### src/hw/rtl/block_lz_decompressor_defines.svh
// Assertion macros shared by the decompressor modules.
`ifndef BLOCK_LZ_DECOMPRESSOR_DEFINES_SVH
`define BLOCK_LZ_DECOMPRESSOR_DEFINES_SVH

// Same-cycle implication, sampled on clk_i, off while rst_ni is low.
`define BLZ_ASSERT_IMP(lbl, ante, cons, msg) \
  lbl: assert property (@(posedge clk_i) disable iff (!rst_ni) (ante) |-> (cons)) \
    else $error(msg);

// Next-cycle implication, sampled on clk_i, off while rst_ni is low.
`define BLZ_ASSERT_NXT(lbl, ante, cons, msg) \
  lbl: assert property (@(posedge clk_i) disable iff (!rst_ni) (ante) |=> (cons)) \
    else $error(msg);

`endif

### src/hw/rtl/blz_pkg.sv
// Package: constants, codes and control types of the LZ block decompressor.
package blz_pkg;

  localparam int unsigned BLOCK_TOKENS     = 16;
  localparam int unsigned MIN_MATCH_LEN    = 3;
  localparam int unsigned LONG_OFFSET_BASE = 1792;
  localparam int unsigned WINDOW_DEPTH     = 131072;

  localparam logic [7:0] LEN_MASK  = 8'h1f;
  localparam logic [7:0] LONG_MARK = 8'he0;
  localparam int unsigned BYTE_BITS = 8;

  // Register index taken from the configuration address.
  localparam logic REG_RAW_SIZE = 1'b0;

  typedef enum logic [1:0] {
    PH_FLAGS, PH_TOKENS, PH_EXTRAS, PH_DONE
  } phase_e;

  typedef enum logic [1:0] {
    ST_OK, ST_TRUNC, ST_LEN, ST_OFFSET
  } status_e;

  typedef enum logic [2:0] {
    S_IDLE, S_DISPATCH, S_MCHECK, S_CREAD, S_CEMIT, S_RUN, S_FINISH
  } ctrl_state_e;

  typedef struct packed {
    logic accept;
    logic dispatch;
    logic mcheck;
    logic cread;
    logic cemit;
    logic cdone;
    logic remit;
    logic rstop;
    logic finish;
  } ctrl_cmd_t;

  typedef struct packed {
    logic tokens_full;
    logic match_ready;
    logic ofs_bad;
    logic copy_more;
    logic run_more;
    logic run_flag;
    logic emit_ok;
    logic fin_ok;
  } dp_status_t;

endpackage

### src/hw/rtl/blz_ctrl.sv
// Controller state machine: sequences each input beat through the datapath.
`include "block_lz_decompressor_defines.svh"
module blz_ctrl (
  input  logic                clk_i,
  input  logic                rst_ni,
  input  logic                in_valid_i,
  output logic                in_ready_o,
  input  blz_pkg::dp_status_t status_i,
  output blz_pkg::ctrl_cmd_t  cmd_o
);
  import blz_pkg::*;

  ctrl_state_e state_q, state_d;

  always_ff @(posedge clk_i or negedge rst_ni) begin
    if (!rst_ni) begin
      state_q <= S_IDLE;
    end else begin
      state_q <= state_d;
    end
  end

  always_comb begin
    state_d    = state_q;
    cmd_o      = '0;
    in_ready_o = 1'b0;
    case (state_q)
      S_IDLE: begin
        in_ready_o = 1'b1;
        if (in_valid_i) begin
          cmd_o.accept = 1'b1;
          state_d      = S_DISPATCH;
        end
      end
      S_DISPATCH: begin
        cmd_o.dispatch = 1'b1;
        if (status_i.tokens_full) begin
          state_d = S_RUN;
        end else if (status_i.match_ready) begin
          state_d = S_MCHECK;
        end else begin
          state_d = S_FINISH;
        end
      end
      S_MCHECK: begin
        cmd_o.mcheck = 1'b1;
        state_d      = status_i.ofs_bad ? S_FINISH : S_CREAD;
      end
      S_CREAD: begin
        if (status_i.copy_more) begin
          cmd_o.cread = 1'b1;
          state_d     = S_CEMIT;
        end else begin
          cmd_o.cdone = 1'b1;
          state_d     = S_RUN;
        end
      end
      S_CEMIT: begin
        if (status_i.emit_ok) begin
          cmd_o.cemit = 1'b1;
          state_d     = S_CREAD;
        end
      end
      S_RUN: begin
        if (status_i.run_more && !status_i.run_flag) begin
          cmd_o.remit = status_i.emit_ok;
        end else begin
          cmd_o.rstop = 1'b1;
          state_d     = S_FINISH;
        end
      end
      S_FINISH: begin
        if (status_i.fin_ok) begin
          cmd_o.finish = 1'b1;
          state_d      = S_IDLE;
        end
      end
      default: begin
        state_d = S_IDLE;
      end
    endcase
  end

  `BLZ_ASSERT_NXT(a_accept_dispatch, in_valid_i && in_ready_o, state_q == S_DISPATCH,
                  "accepted beat not dispatched")
  `BLZ_ASSERT_IMP(a_cemit_after_read, state_q == S_CEMIT,
                  $past(state_q) == S_CREAD || $past(state_q) == S_CEMIT,
                  "copy emit without a window read")
  `BLZ_ASSERT_IMP(a_ready_only_idle, in_ready_o, state_q == S_IDLE,
                  "input ready outside idle")
endmodule

### config.mk
export PLATFORM = sky130hd
export DESIGN_NAME = blz_ctrl
export DESIGN_NICKNAME = d
export VERILOG_FILES = /design/src/hw/rtl/blz_pkg.sv /design/src/hw/rtl/blz_ctrl.sv
export VERILOG_INCLUDE_DIRS = /design/src /design/src/hw/rtl
export SDC_FILE = /design/constraint.sdc
export NUM_CORES = 1
export LEC_CHECK = 0
export BUFFER_PORTS_ARGS = -buffer_cell sky130_fd_sc_hd__buf_2
export CAP_MARGIN = 25
export CORE_AREA = 2 2 39 41
export DETAILED_ROUTE_END_ITERATION = 8
export DIE_AREA = 0 0 41 43
export PLACE_DENSITY_LB_ADDON = 0.05
export REMOVE_ABC_BUFFERS = 1
export SETUP_SLACK_MARGIN = 0.02
export SYNTH_ARGS = -nofsm -noshare
export SYNTH_HDL_FRONTEND = slang
export SYNTH_SLANG_ARGS = --single-unit
### constraint.sdc
create_clock -name clk_i -period 1.5 [get_ports clk_i]
set_clock_uncertainty 0.1 [all_clocks]
set_input_delay 0.225 -clock clk_i [delete_from_list [all_inputs] [get_ports clk_i]]
set_output_delay 0.225 -clock clk_i [all_outputs]
set_load 0.005 [all_outputs]
==> run summary <==
Grt total ovfl - 0
Crit end category - output pin
Root Buffer - clkbuf_4
Failing checks - negative setup slack
WP data required - 1.17 ns
Antenna violations before repair - 0
Initial Utilization - 24.7%
CP cell instances - buf_4 -> nor4_2 -> buf_2
Final Hold Vio Count - 0
Chip Height - 43 um
F_max - 656 MHz
Share of cells above drive strength 1 - 61.1%
Reg2reg start - state_q[2]
H-tree depth - 1
Mapped cell area - 342 sq um
Total Neg Setup Slack - -0.0461 ns
Sw Ratio - 41.9%
Post-synthesis cell type count - 28
# diodes - 0
Crit Reg-Reg Endpoint - state_q[1]
Pins Over Slew Limit - 0
Placed cell count - 77
PnR worst setup slack - -0.0254 ns
Final non-filler cell total - 88
CTS Buf Count - 3
Largest Register - state_q
Max cap viols - 0
Period utilisation layout - 102%
Hold slack - 0.103 ns
Synth warnings - 0
DR vias - 430
Flop pwr share - 18.1%
P_leak - 0.273 nW
Post-route DRC - 0
Final core occ - 41.4%
Largest regs - state_q (3)
I/O pin count - 21
Most common cell after layout, fill and taps aside - buf_2
Peak supply drop - 0.754 mV
All-Layer GR Usage - 15.3%
Reg2Reg Depth - 4
Nets@finish - 84
Layout area overhead - 67.8%
Min-delay worst type - input port to flip-flop
P_int - 0.635 mW
Dpl hpwl - 747 um
Worst-path maximum fanout - 7
Hold Crit Start - status_i[0]
Arr. time, crit path - 1.20 ns
Clock power share - 13.3%
Die W - 41 um
IO Port Bufs - 20
DR pass1 iterations - 2
Worst-margin pin slew - 0.249 ns
Combinational power share - 68.6%
FF-to-FF setup slack - 0.11 ns
Most frequent cells in the layout - 20 x buf_2, 7 x buf_4, 5 x nor2_1
Worst Hold Depth - 2
Critical path's slowest cell - dfrtp_2
Post-Synthesis Cells - 43
Net Sw Power - 0.459 mW
Post-synthesis sequential area ratio - 22.0%
CTS clk-pin slew, worst paths - 0.04 ns
Number of global-route vias before repair - 433
First DRT Iteration DRCs - 3
Die ar. - 1760 sq um
Row cnt - 14
CTS tree - built
Drt total wl - 1020 um
Crit-path max cell delay - 0.42 ns
Mean routed wirelength per cell - 11.6 um
First-pass GRT wire length - 1790 um
Relative slew slack - 83.4%
Mean Syn Cell Area - 7.94 sq um
Antenna viol nets, final - 0
Routability congestion estimate - 0.706
Endpoints failing setup - 2
PwrDens - 1910 nW/um^2
Clock buffer depth - 2
Max FFs per register - 3
Largest net degree at the start of global routing - 15
Startpoint types - flip-flop
Core ar. - 1380 sq um
Worst Hold End - state_q[1]
CTS sink count - 3
Latest clock arrival within the worst-skew pair - 0.24 ns
Final Power - 1.09 mW
Outcome - finished with violations
Seq cells post-synth - 3
Crit Path Category - flip-flop to output pin
Vias per inst - 4.89
Tmin final - 1.53 ns
RSZ-0062 raised after global routing - true
## layer usage
layer  GRT usage (%)  vias up  share of wire [%]
met5               0        -                  0
met3            3.14        5                4.1
li1                -      214                  -
met1            17.4      196                 46
met2            23.1       15                 47
met4            12.0        0                3.4
## worst max-delay path, delay by kind of cell (launching register included)
family                 cells  cell delay [ns]
buffers and inverters      2             0.31
flip-flops                 1             0.42
AND/OR/NAND/NOR            1             0.23
## worst max-delay path by stage
stage / start / end / slack, ns
after detailed placement: state_q[1] / cmd_o[2] / 0.08
after CTS: state_q[1] / cmd_o[2] / -0.05
final: state_q[1] / cmd_o[4] / -0.03
after global routing: state_q[1] / cmd_o[4] / -0.09
after global placement: state_q[1] / cmd_o[2] / 0.09
after floorplan: state_q[0] / state_q[2] / 0.17
## cells in the mapped netlist
| library cell | count | area share, % |
|---|---|---|
| nand3_1 | 1 | 1.5 |
| a2bb2oi_1 | 1 | 2.6 |
| nor2_1 | 5 | 5.5 |
| nor3b_1 | 4 | 8.8 |
| o31ai_1 | 2 | 4.4 |
| buf_6 | 1 | 3.3 |
| buf_2 | 2 | 2.9 |
| a21boi_0 | 1 | 2.2 |
| buf_4 | 1 | 2.2 |
| and3b_4 | 1 | 3.7 |
| inv_1 | 2 | 2.2 |
| nor4_1 | 1 | 1.8 |
| nor2b_1 | 1 | 1.8 |
| nor4bb_1 | 1 | 2.9 |
| nor3_1 | 1 | 1.5 |
| o22ai_1 | 1 | 1.8 |
| and4_1 | 1 | 2.6 |
| o221ai_1 | 1 | 2.6 |
| o21ai_2 | 1 | 2.6 |
| nand2b_1 | 1 | 1.8 |
| and2b_1 | 1 | 2.2 |
| o21ai_1 | 1 | 1.5 |
| and2_1 | 1 | 1.8 |
| a21oi_1 | 2 | 2.9 |
| mux2i_1 | 1 | 2.9 |
| dfrtp_1 | 3 | 22 |
| nand2_1 | 3 | 3.3 |
| o21ai_4 | 1 | 4.8 |
## area by class of cell
class | instances | area (sq um)
tap | 16 | 20.0
sequential | 3 | 78.8
inverter | 2 | 7.51
clock buffer | 4 | 26.3
multi-input combinational | 34 | 258
fill | 158 | 811
timing repair buffer | 29 | 183
## through the flow
step	cell area, sq um	setup slack (ns)
floorplan	313	0.173
global placement	460	0.0868
detailed placement	460	0.0847
CTS	561	-0.0467
global route	573	-0.0927
finish	573	-0.0254
## timing repair
action,CTS,global route
hold buffers,1,0
setup endpoints to repair,10,10
pin swaps,4,0
hold endpoints to repair,3,0
gates resized for setup,8,2
buffers inserted,5,1
## power by group through the flow
stage / Sequential, mW / Combinational, mW / Clock, mW
6_report: 0.198 / 0.750 / 0.145
5_1_grt: 0.207 / 0.824 / 0.163
2_1_floorplan: 0.224 / 0.310 / 0
4_1_cts: 0.194 / 0.726 / 0.149
3_5_place_dp: 0.211 / 0.580 / 0
3_3_place_gp: 0.207 / 0.582 / 0
## logic make-up after synthesis
family	synth area share [%]
and+or+nand+nor	39.2
AOI/OAI and AO/OA	25.3
buffers and inverters	10.6
DFF	22.0
muxes	2.93
(Power assumes the default switching activity.)
